$ cat config.mk
export PLATFORM = sky130hd
export DESIGN_NAME = nonlinear_slew_filter
export DESIGN_NICKNAME = d
export VERILOG_FILES = /design/src/rtl/core/nsf_pkg.sv /design/src/rtl/core/nonlinear_slew_filter.sv /design/src/rtl/core/nsf_ctrl.sv /design/src/rtl/core/nsf_dp.sv
export SDC_FILE = /design/constraint.sdc
export NUM_CORES = 2
export LEC_CHECK = 0
export BUFFER_PORTS_ARGS = -buffer_cell sky130_fd_sc_hd__buf_2
export CAP_MARGIN = 10
export CORE_ASPECT_RATIO = 0.7
export CORE_UTILIZATION = 45
export CTS_CLUSTER_SIZE = 28
export DETAILED_ROUTE_END_ITERATION = 10
export MAX_ROUTING_LAYER = met4
export SYNTH_ARGS = -nofsm -noshare
export SYNTH_HDL_FRONTEND = slang
export SYNTH_SLANG_ARGS = --single-unit
export TNS_END_PERCENT = 1
$ cat constraint.sdc
create_clock -name clk -period 18.2 [get_ports clk]
set_input_delay 1.82 -clock clk [delete_from_list [all_inputs] [get_ports clk]]
set_output_delay 1.82 -clock clk [all_outputs]
set_load 0.02 [all_outputs]
$ cat src/rtl/core/nsf_pkg.sv
// Shared types and constants of the nonlinear slew filter.
// Used by nsf_ctrl, nsf_dp and the top level.
`default_nettype none
package nsf_pkg;

  typedef enum logic [3:0] {
    OP_NONE, OP_LOAD, OP_CUT, OP_REGION, OP_DIV, OP_NINIT, OP_NORM,
    OP_SQR, OP_LOGM, OP_POLY, OP_PSHIFT, OP_GAIN, OP_STEP
  } dp_op_t;

  typedef struct packed {
    dp_op_t     op;
    logic       first;
    logic [1:0] poly_k;
  } dp_cmd_t;

  typedef struct packed {
    logic norm_busy;
    logic y_zero;
  } dp_stat_t;

  localparam logic [1:0] CFG_BASE  = 2'd0;
  localparam logic [1:0] CFG_DEPTH = 2'd1;
  localparam logic [1:0] CFG_STEEP = 2'd2;

  localparam logic [15:0] BASE_RESET  = 16'd4096;
  localparam logic [15:0] DEPTH_RESET = 16'd0;
  localparam logic [15:0] STEEP_RESET = 16'd8192;

  localparam logic [4:0] DIV_LAST  = 5'd16;
  localparam logic [4:0] SQR_LAST  = 5'd15;
  localparam logic [4:0] POLY_LAST = 5'd2;

  localparam logic [17:0] POLY_C1    = 18'd45617;
  localparam logic [17:0] POLY_C2    = 18'd14713;
  localparam logic [17:0] POLY_C3    = 18'd5206;
  localparam logic [17:0] ONE_Q16    = 18'd65536;
  localparam logic [17:0] TWO_Q16    = 18'd131072;
  localparam logic [15:0] GAIN_SCALE = 16'd58982;
  localparam logic [16:0] GAIN_FLOOR = 17'd6554;

endpackage
`default_nettype wire

$ cat src/rtl/core/nonlinear_slew_filter.sv
// Top level of the nonlinear slew filter: configuration registers, sequencer
// and datapath. Depends on nsf_pkg, nsf_ctrl and nsf_dp.
//
// channel  dir  handshake             payload
// s_       in   s_tvalid/s_tready     s_tdata: sample_in, cutoff_mod
// m_       out  m_tvalid/m_tready     m_tdata: sample_out
// cfg_     in   cfg_valid/cfg_ready   cfg_index, cfg_data
//
// An item passes from accept through the divider, the normalize shifts, the
// squaring steps and the multiply steps, which share one multiplier. The next
// item is taken once the result is registered. Reset is synchronous; it clears
// the held output and loads the register defaults. A stalled result holds; the
// last step of the next item waits for it to leave.
`default_nettype none
module nonlinear_slew_filter (
  input  wire        clk,
  input  wire        rst,
  input  wire        s_tvalid,
  output logic       s_tready,
  input  wire [31:0] s_tdata,    // [15:0] sample_in, [31:16] cutoff_mod
  output logic       m_tvalid,
  input  wire        m_tready,
  output logic [15:0] m_tdata,   // [15:0] sample_out
  input  wire        cfg_valid,
  output logic       cfg_ready,
  input  wire [1:0]  cfg_index,
  input  wire [15:0] cfg_data
);
  import nsf_pkg::*;

  logic [15:0] base_cutoff, cutoff_depth, steepness;
  dp_cmd_t     cmd;
  dp_stat_t    stat;

  // config writes are always taken; unknown index is dropped
  assign cfg_ready = 1'b1;

  always_ff @(posedge clk) begin
    if (rst) begin
      base_cutoff  <= BASE_RESET;
      cutoff_depth <= DEPTH_RESET;
      steepness    <= STEEP_RESET;
    end else if (cfg_valid) begin
      unique case (cfg_index)
        CFG_BASE:  base_cutoff  <= cfg_data;
        CFG_DEPTH: cutoff_depth <= cfg_data;
        CFG_STEEP: steepness    <= cfg_data;
        default: ;
      endcase
    end
  end

  nsf_ctrl u_ctrl (
    .clk      (clk),
    .rst      (rst),
    .s_tvalid (s_tvalid),
    .s_tready (s_tready),
    .m_tvalid (m_tvalid),
    .m_tready (m_tready),
    .stat     (stat),
    .cmd      (cmd)
  );

  nsf_dp u_dp (
    .clk          (clk),
    .rst          (rst),
    .cmd          (cmd),
    .stat         (stat),
    .sample_in    (s_tdata[15:0]),
    .cutoff_mod   (s_tdata[31:16]),
    .base_cutoff  (base_cutoff),
    .cutoff_depth (cutoff_depth),
    .steepness    (steepness),
    .sample_out   (m_tdata)
  );

endmodule
`default_nettype wire

$ cat src/rtl/core/nsf_ctrl.sv
// Sequencer of the nonlinear slew filter: steps the datapath through one item.
// Depends on nsf_pkg.
`default_nettype none
module nsf_ctrl (
  input  wire               clk,
  input  wire               rst,
  input  wire               s_tvalid,
  output logic              s_tready,
  output logic              m_tvalid,
  input  wire               m_tready,
  input  nsf_pkg::dp_stat_t stat,
  output nsf_pkg::dp_cmd_t  cmd
);
  import nsf_pkg::*;

  typedef enum logic [11:0] {
    S_IDLE   = 12'b0000_0000_0001,
    S_CUT    = 12'b0000_0000_0010,
    S_REGION = 12'b0000_0000_0100,
    S_DIV    = 12'b0000_0000_1000,
    S_NINIT  = 12'b0000_0001_0000,
    S_NORM   = 12'b0000_0010_0000,
    S_SQR    = 12'b0000_0100_0000,
    S_LOGM   = 12'b0000_1000_0000,
    S_POLY   = 12'b0001_0000_0000,
    S_PSHIFT = 12'b0010_0000_0000,
    S_GAIN   = 12'b0100_0000_0000,
    S_STEP   = 12'b1000_0000_0000
  } state_t;

  state_t     state, state_next;
  logic [4:0] cnt, cnt_next;
  logic       out_fire;

  always_comb begin
    state_next = state;
    cnt_next   = cnt;
    out_fire   = 1'b0;
    cmd        = '{op: OP_NONE, first: 1'b0, poly_k: 2'd0};
    unique case (state)
      S_IDLE: begin
        if (s_tvalid) begin
          cmd.op     = OP_LOAD;
          state_next = S_CUT;
        end
      end
      S_CUT: begin
        cmd.op     = OP_CUT;
        state_next = S_REGION;
      end
      S_REGION: begin
        cmd.op     = OP_REGION;
        cnt_next   = 5'd0;
        state_next = S_DIV;
      end
      S_DIV: begin
        cmd.op    = OP_DIV;
        cmd.first = (cnt == 5'd0);
        cnt_next  = cnt + 5'd1;
        if (cnt == DIV_LAST) state_next = S_NINIT;
      end
      S_NINIT: begin
        cmd.op     = OP_NINIT;
        state_next = S_NORM;
      end
      S_NORM: begin
        if (stat.norm_busy) begin
          cmd.op = OP_NORM;
        end else begin
          cnt_next   = 5'd0;
          state_next = S_SQR;
        end
      end
      S_SQR: begin
        cmd.op   = OP_SQR;
        cnt_next = cnt + 5'd1;
        if (cnt == SQR_LAST) state_next = S_LOGM;
      end
      S_LOGM: begin
        cmd.op     = OP_LOGM;
        cnt_next   = 5'd0;
        state_next = S_POLY;
      end
      S_POLY: begin
        cmd.op     = OP_POLY;
        cmd.poly_k = cnt[1:0];
        cnt_next   = cnt + 5'd1;
        if (cnt == POLY_LAST) state_next = S_PSHIFT;
      end
      S_PSHIFT: begin
        cmd.op     = OP_PSHIFT;
        state_next = S_GAIN;
      end
      S_GAIN: begin
        cmd.op     = OP_GAIN;
        state_next = S_STEP;
      end
      S_STEP: begin
        // wait until the previous result has been taken
        if (!m_tvalid || m_tready) begin
          cmd.op     = OP_STEP;
          out_fire   = 1'b1;
          state_next = S_IDLE;
        end
      end
      default: state_next = S_IDLE;
    endcase
  end

  always_ff @(posedge clk) begin
    if (rst) begin
      state    <= S_IDLE;
      cnt      <= 5'd0;
      m_tvalid <= 1'b0;
    end else begin
      state <= state_next;
      cnt   <= cnt_next;
      if (out_fire)      m_tvalid <= 1'b1;
      else if (m_tready) m_tvalid <= 1'b0;
    end
  end

  assign s_tready = (state == S_IDLE);

endmodule
`default_nettype wire

$ cat src/rtl/core/nsf_dp.sv
// Datapath of the nonlinear slew filter: cutoff, divider, log2/exp2 and gain
// with one shared multiplier. Depends on nsf_pkg.
`default_nettype none
module nsf_dp (
  input  wire               clk,
  input  wire               rst,
  input  nsf_pkg::dp_cmd_t  cmd,
  output nsf_pkg::dp_stat_t stat,
  input  wire        [15:0] sample_in,
  input  wire        [15:0] cutoff_mod,
  input  wire        [15:0] base_cutoff,
  input  wire        [15:0] cutoff_depth,
  input  wire        [15:0] steepness,
  output logic       [15:0] sample_out
);
  import nsf_pkg::*;

  logic [15:0] xin, modv, a, held;
  logic        neg, reg1, reg3, yz, ip_big;
  logic [16:0] cu, quot, g, gain;
  logic [17:0] rem, m, t, h;
  logic [4:0]  kneg, ish;
  logic [15:0] frac;

  logic [20:0] mul_a, n;
  logic [17:0] mul_b;
  logic [38:0] prod;

  logic [16:0] d, dneg;
  logic [18:0] c19;
  logic [17:0] two_cu, diff2, sh, ms, addend, tsum, p;
  logic [16:0] num;
  logic        r1, r2, ge;
  logic [36:0] qs;
  logic [24:0] q;
  logic [33:0] gs;
  logic [32:0] ss;
  logic [16:0] sv;
  logic [15:0] svc;

  assign n = {kneg, 16'd0} - {5'd0, frac};

  // shared multiplier operands
  always_comb begin
    unique case (cmd.op)
      OP_CUT:  begin mul_a = {5'd0, ~modv[15], modv[14:0]}; mul_b = {2'd0, cutoff_depth}; end
      OP_SQR:  begin mul_a = {4'd0, m[16:0]};               mul_b = {1'b0, m[16:0]};      end
      OP_LOGM: begin mul_a = n;                             mul_b = {2'd0, steepness};    end
      OP_POLY: begin mul_a = {4'd0, g};                     mul_b = {1'b0, t[16:0]};      end
      OP_GAIN: begin mul_a = {3'd0, h};                     mul_b = {2'd0, GAIN_SCALE};   end
      OP_STEP: begin mul_a = {4'd0, gain};                  mul_b = {2'd0, a};            end
      default: begin mul_a = 21'd0;                         mul_b = 18'd0;                end
    endcase
  end
  assign prod = {18'd0, mul_a} * {21'd0, mul_b};

  always_comb begin
    d      = {xin[15], xin} - {held[15], held};
    dneg   = ~d + 17'd1;
    c19    = {3'd0, base_cutoff} + {2'd0, prod[31:15]} - {3'd0, cutoff_depth};
    two_cu = {cu, 1'b0};
    r1     = ({1'b0, a} <= cu);
    r2     = ({2'd0, a} <= two_cu);
    diff2  = two_cu - {2'd0, a};
    num    = r1 ? {1'b0, a} : diff2[16:0];
    sh     = cmd.first ? rem : {rem[16:0], 1'b0};
    ge     = (sh >= {1'b0, cu});
    ms     = prod[33:16];
    qs     = prod[36:0] + 37'd2048;
    q      = qs[36:12];
    unique case (cmd.poly_k)
      2'd0:    addend = POLY_C2;
      2'd1:    addend = POLY_C1;
      default: addend = ONE_Q16;
    endcase
    tsum = addend + prod[33:16];
    if (yz)          p = (steepness == 16'd0) ? ONE_Q16 : 18'd0;
    else if (ip_big) p = 18'd0;
    else             p = t >> ish;
    gs  = prod[33:0] + 34'd65536;
    ss  = prod[32:0] + 33'd32768;
    sv  = ss[32:16];
    svc = (sv > {1'b0, a}) ? a : sv[15:0];
  end

  assign stat.norm_busy = !m[16] && !yz;
  assign stat.y_zero    = yz;

  always_ff @(posedge clk) begin
    unique case (cmd.op)
      OP_LOAD: begin
        xin  <= sample_in;
        modv <= cutoff_mod;
      end
      OP_CUT: begin
        neg <= d[16];
        a   <= d[16] ? dneg[15:0] : d[15:0];
        cu  <= (c19[18] || c19[17:0] == 18'd0) ? 17'd1 : c19[16:0];
      end
      OP_REGION: begin
        reg1 <= r1;
        reg3 <= !r1 && !r2;
        rem  <= {1'b0, num};
        quot <= 17'd0;
      end
      OP_DIV: begin
        rem  <= ge ? sh - {1'b0, cu} : sh;
        quot <= {quot[15:0], ge};
      end
      OP_NINIT: begin
        m    <= {1'b0, quot};
        kneg <= 5'd0;
        yz   <= (quot == 17'd0);
        frac <= 16'd0;
      end
      OP_NORM: begin
        m    <= {m[16:0], 1'b0};
        kneg <= kneg + 5'd1;
      end
      OP_SQR: begin
        frac <= {frac[14:0], ms[17]};
        m    <= ms[17] ? {1'b0, ms[17:1]} : ms;
      end
      OP_LOGM: begin
        ip_big <= (q[24:16] >= 9'd17);
        ish    <= q[20:16] + 5'd1;
        g      <= 17'h10000 - {1'b0, q[15:0]};
        t      <= POLY_C3;
      end
      OP_POLY:   t    <= tsum;
      OP_PSHIFT: h    <= reg1 ? TWO_Q16 - p : p;
      OP_GAIN:   gain <= reg3 ? GAIN_FLOOR : gs[33:17] + GAIN_FLOOR;
      default: ;
    endcase
  end

  always_ff @(posedge clk) begin
    if (rst) begin
      held <= 16'd0;
    end else if (cmd.op == OP_STEP) begin
      held <= neg ? held - svc : held + svc;
    end
  end

  assign sample_out = held;

endmodule
`default_nettype wire

==> run summary <==
The clock insertion delay at the later pin of the skew report came out at 0.59 ns. The first-pass GRT wire length came out at 190 mm. The final-layout setup total negative slack came out at 0 ns. The critical path buffer and inverter count came out at 8. The average detailed-routed wire length per instance came out at 26.3 um. Overall power consumption after layout is estimated at 1930 uW.

In this run, distinct cell masters in the synthesized netlist total 90. The area growth from synthesis to layout is 8.48%. The placer's final routability congestion estimate came out at 1.04. In this run the static leakage power is 0.0160 uW. The routed via count divided by cell count is roughly 6.0. In this run, CTS created clock tree buffers numbering 37.

The critical path's largest stage delay is 0.88 ns. The residual antenna-violating net count after detailed routing is 0. The part of the power in registers is 40.6%. The worst path needs between 15 and 20 ns of the cycle, external delays included. After filler insertion, the fill cell instance count of the layout stands at 7114. The mean instance size in the synthesized netlist came out at 8.64 sq um.

The number of warnings reported in the yosys synthesis log came out at 0. The largest fanout on the critical path is 36. After clock tree synthesis, the flow added hold-fix buffers numbering 0. The maximum resistive drop on vdd is 0.0736 mV.

The clock tree from TritonCTS is built. The run finished with clean final reports. The type of the most critical hold path is register to register. Leaving out fill and tap cells, the most frequent cell in the layout is nand2_1. The register-to-register setup slack is roughly 1.5 ns.

The number of slew-limit violations in the final report came out at 0. In this run the power spent charging and discharging nets is 570 uW. Of the cells placed in the final design, the portion with a size suffix greater than 1 is 6.76%. Counting along the longest clock path gives a buffer depth of 3. Of the available clock period, the critical path in the final layout requires between 90 and 100%. The peak clock frequency supported by timing is roughly 60 MHz. The register area share after synthesis came out at 24.1%. After the flow finishes, the layout carries non-filler instances totaling 4959. The flip-flop and latch count after synthesis is 300.

The required time at the endpoint of the critical path is 18.71 ns. The core area is 73900 sq um. The number of input and output port buffers inserted is 72. The timing endpoint of the critical path is u_dp.sample_out[15]. STA classifies the critical path endpoint as a register. The worst slack at placement came out at 1.71 ns. The cell total after placement came out at 4887. The register clock-pin slew on the reported worst setup and hold paths is 0.07 ns.

The arrival time at the worst endpoint came out at 17.18 ns. The total overflow left after global routing is 0. The flip-flop and latch area is 8190 sq um. In the final layout, the multi-input gates occupy 23300 sq um. The most used cell along the critical path is a21o_1. The number of enable flip-flop cells after synthesis came out at 218. The via count of the routed design came out at 29.5k. The initial cell density of the core came out at 45.9%.

Once routing completed, OpenROAD measured the worst setup slack at 1.53 ns. The die extent in y is 232 um. Broken down by cell family, the worst path's largest delay share belongs to simple AND/OR/NAND/NOR gates. The number of design-rule violations left by the first detailed-router iteration came out at 4510. For the pin with the worst max-slew slack, the measured transition is between 1 and 1.5 ns. The H-tree depth came out at 2. The final wirelength came out at 130 mm.

Between clock sinks in the finished design, the worst skew comes to between 0.04 and 0.05 ns. The number of cells on the critical path came out at 54. The total power density per cell area came out at 52.5 nW/um^2.

The beginning of the critical path is u_ctrl.state[3]. Entering global routing, the biggest net connects 66 pins. The endpoint identified for the worst register-to-register timing path is u_dp.sample_out[15]. Headroom to the max-slew limit came out at a little under an eighth. The clock net in this run drives a total of 300 sinks. In the layout the commonest cells are nand2_1, inv_1, nor2_1. The die footprint came out at 76500 sq um. The initial antenna violation count is 6. The proportion of register bits with asynchronous set or reset after synthesis is 0%. Setup repair after global routing left no endpoint under its margin. The number of rows created at floorplan came out at 83. The cell count after synthesis is 3925. The part of the power in combinational logic came out at 16.9%. The number of cells on the worst reg-to-reg path came out at 54. Clock tree synthesis selected as its root buffer the cell clkbuf_16.

In the synthesized netlist the dominant register cell turns out to be edfxtp_1. Net switching is 29.5% of the power. The total of cells resized after clock tree synthesis is 0. The total track usage came out at 35.3%.

The HPWL after detailed placement came out at 107 mm. The via count of the first global-routing pass is between 20k and 30k. The final routed DRC violation total came out at 0. The max capacitance violation total came out at 0. The first-pass iteration count of the detailed router is 9.

The launch point of the worst reg-to-reg path is u_ctrl.state[3]. The internal power summed over all cells is 1360 uW. The number of endpoints failing setup at the final stage is 0. The total standard cell area after synthesis is 33900 sq um. STA classifies the critical path startpoint as a register. The critical path's slowest cell is inv_2.

The count of endpoints failing hold in the final timing report is 0. The width of the chip came out at 330 um. The net count reported at finish came out at 4569.

The boundary pin count is 74. The clock network fraction of total power came out at a little over two fifths. The setup fix buffers added after clock tree synthesis is 0. The critical path is of the register to register type.
[synth_stat cells, drive strengths merged (46+ instances only)]
cell / instances / share of area (%)
xor2: 64 / 1.7
edfxtp: 218 / 19
a22oi: 46 / 1.0
inv: 494 / 5.5
mux2i: 50 / 1.5
a21o: 46 / 1.0
nand2: 570 / 6.3
nand3: 48 / 0.71
a21oi: 229 / 3.4
dfxtp: 82 / 4.8
xnor2: 194 / 5.0
o21ai: 151 / 2.2
nor3: 68 / 1.0
clkbuf: 138 / 1.5
and2: 97 / 1.8
fa: 287 / 17
ha: 278 / 10
nor2: 300 / 3.3
[worst min path at each step]
stage | cells after the start | to | start | slack (ns)
finish | 2 | base_cutoff[15] | base_cutoff[15] | 0.46
global route | 2 | base_cutoff[3] | base_cutoff[3] | 0.48
CTS | 2 | base_cutoff[15] | base_cutoff[15] | 0.46
detailed placement | 2 | base_cutoff[15] | base_cutoff[15] | 0.45
global placement | 2 | base_cutoff[13] | base_cutoff[13] | 0.45
floorplan | 2 | base_cutoff[0] | base_cutoff[0] | 0.44
[through the flow]
step	utilization, %	instance area [sq um]	hold slack [ns]
global placement	48.0	35500	0.451
global route	49.8	36800	0.480
finish	49.8	36800	0.463
detailed placement	48.0	35500	0.451
CTS	49.8	36800	0.462
floorplan	-	33900	0.441
[layer usage]
metal / track usage [%] / part of all wire [%]
met5: - / 0
met4: 6.06 / 1.8
met3: 14.1 / 16
met2: 39.6 / 34
met1: 56.2 / 48
[cell type report]
class | count | share of cell area (%)
antenna | 5 | 0.0340
clock buffer | 43 | 2.74
sequential | 300 | 22.2
multi-input combinational | 2974 | 63.4
timing repair buffer | 137 | 2.31
tap | 977 | 3.32
clock inverter | 24 | 0.833
inverter | 499 | 5.09
[registers in the layout, indices dropped and copies added (netlist names), 5 cells and up]
register	cells
u_dp.quot	17
u_dp.xin	16
u_dp.ish	5
cutoff_depth	16
u_dp.gain	17
u_ctrl.cnt	5
u_dp.t	18
u_dp.rem	18
u_dp.sample_out	16
u_dp.g	17
u_dp.modv	16
u_ctrl.state	12
u_dp.a	16
steepness	16
u_dp.h	18
u_dp.m	17
base_cutoff	16
u_dp.cu	17
u_dp.kneg	5
u_dp.frac	16
[kinds of logic (layout without fill, tap and decap cells)]
kind of cell	Yosys count	in the layout	synth area share, %
AND/OR/NAND/NOR	1343	1343	18.3
other	2	9	0.0221
adder cells (fa/ha/maj)	566	566	27.2
buffers and inverters	653	703	7.32
multiplexers	77	77	2.37
XOR/XNOR	259	259	6.75
AO/OA/AOI/OAI	725	725	13.9
flip-flops	300	300	24.1
[worst register-to-register path, delay by kind of cell (launching register included)]
kind	cells	cell delay, ns
xor gates and xnor gates	4	1.00
DFF	1	0.34
buffers and inverters	8	1.93
and+or+nand+nor	18	5.69
adders and majority gates	10	4.44
AOI/OAI and AO/OA	14	3.13
[power by group through the flow]
stage | clock network [uW] | logic [uW] | registers (uW)
3_5_place_dp | 0 | 315 | 797
4_1_cts | 825 | 317 | 782
3_3_place_gp | 0 | 315 | 797
2_1_floorplan | 0 | 215 | 784
5_1_grt | 850 | 354 | 784
6_report | 820 | 327 | 784
(Power assumes the default switching activity.)
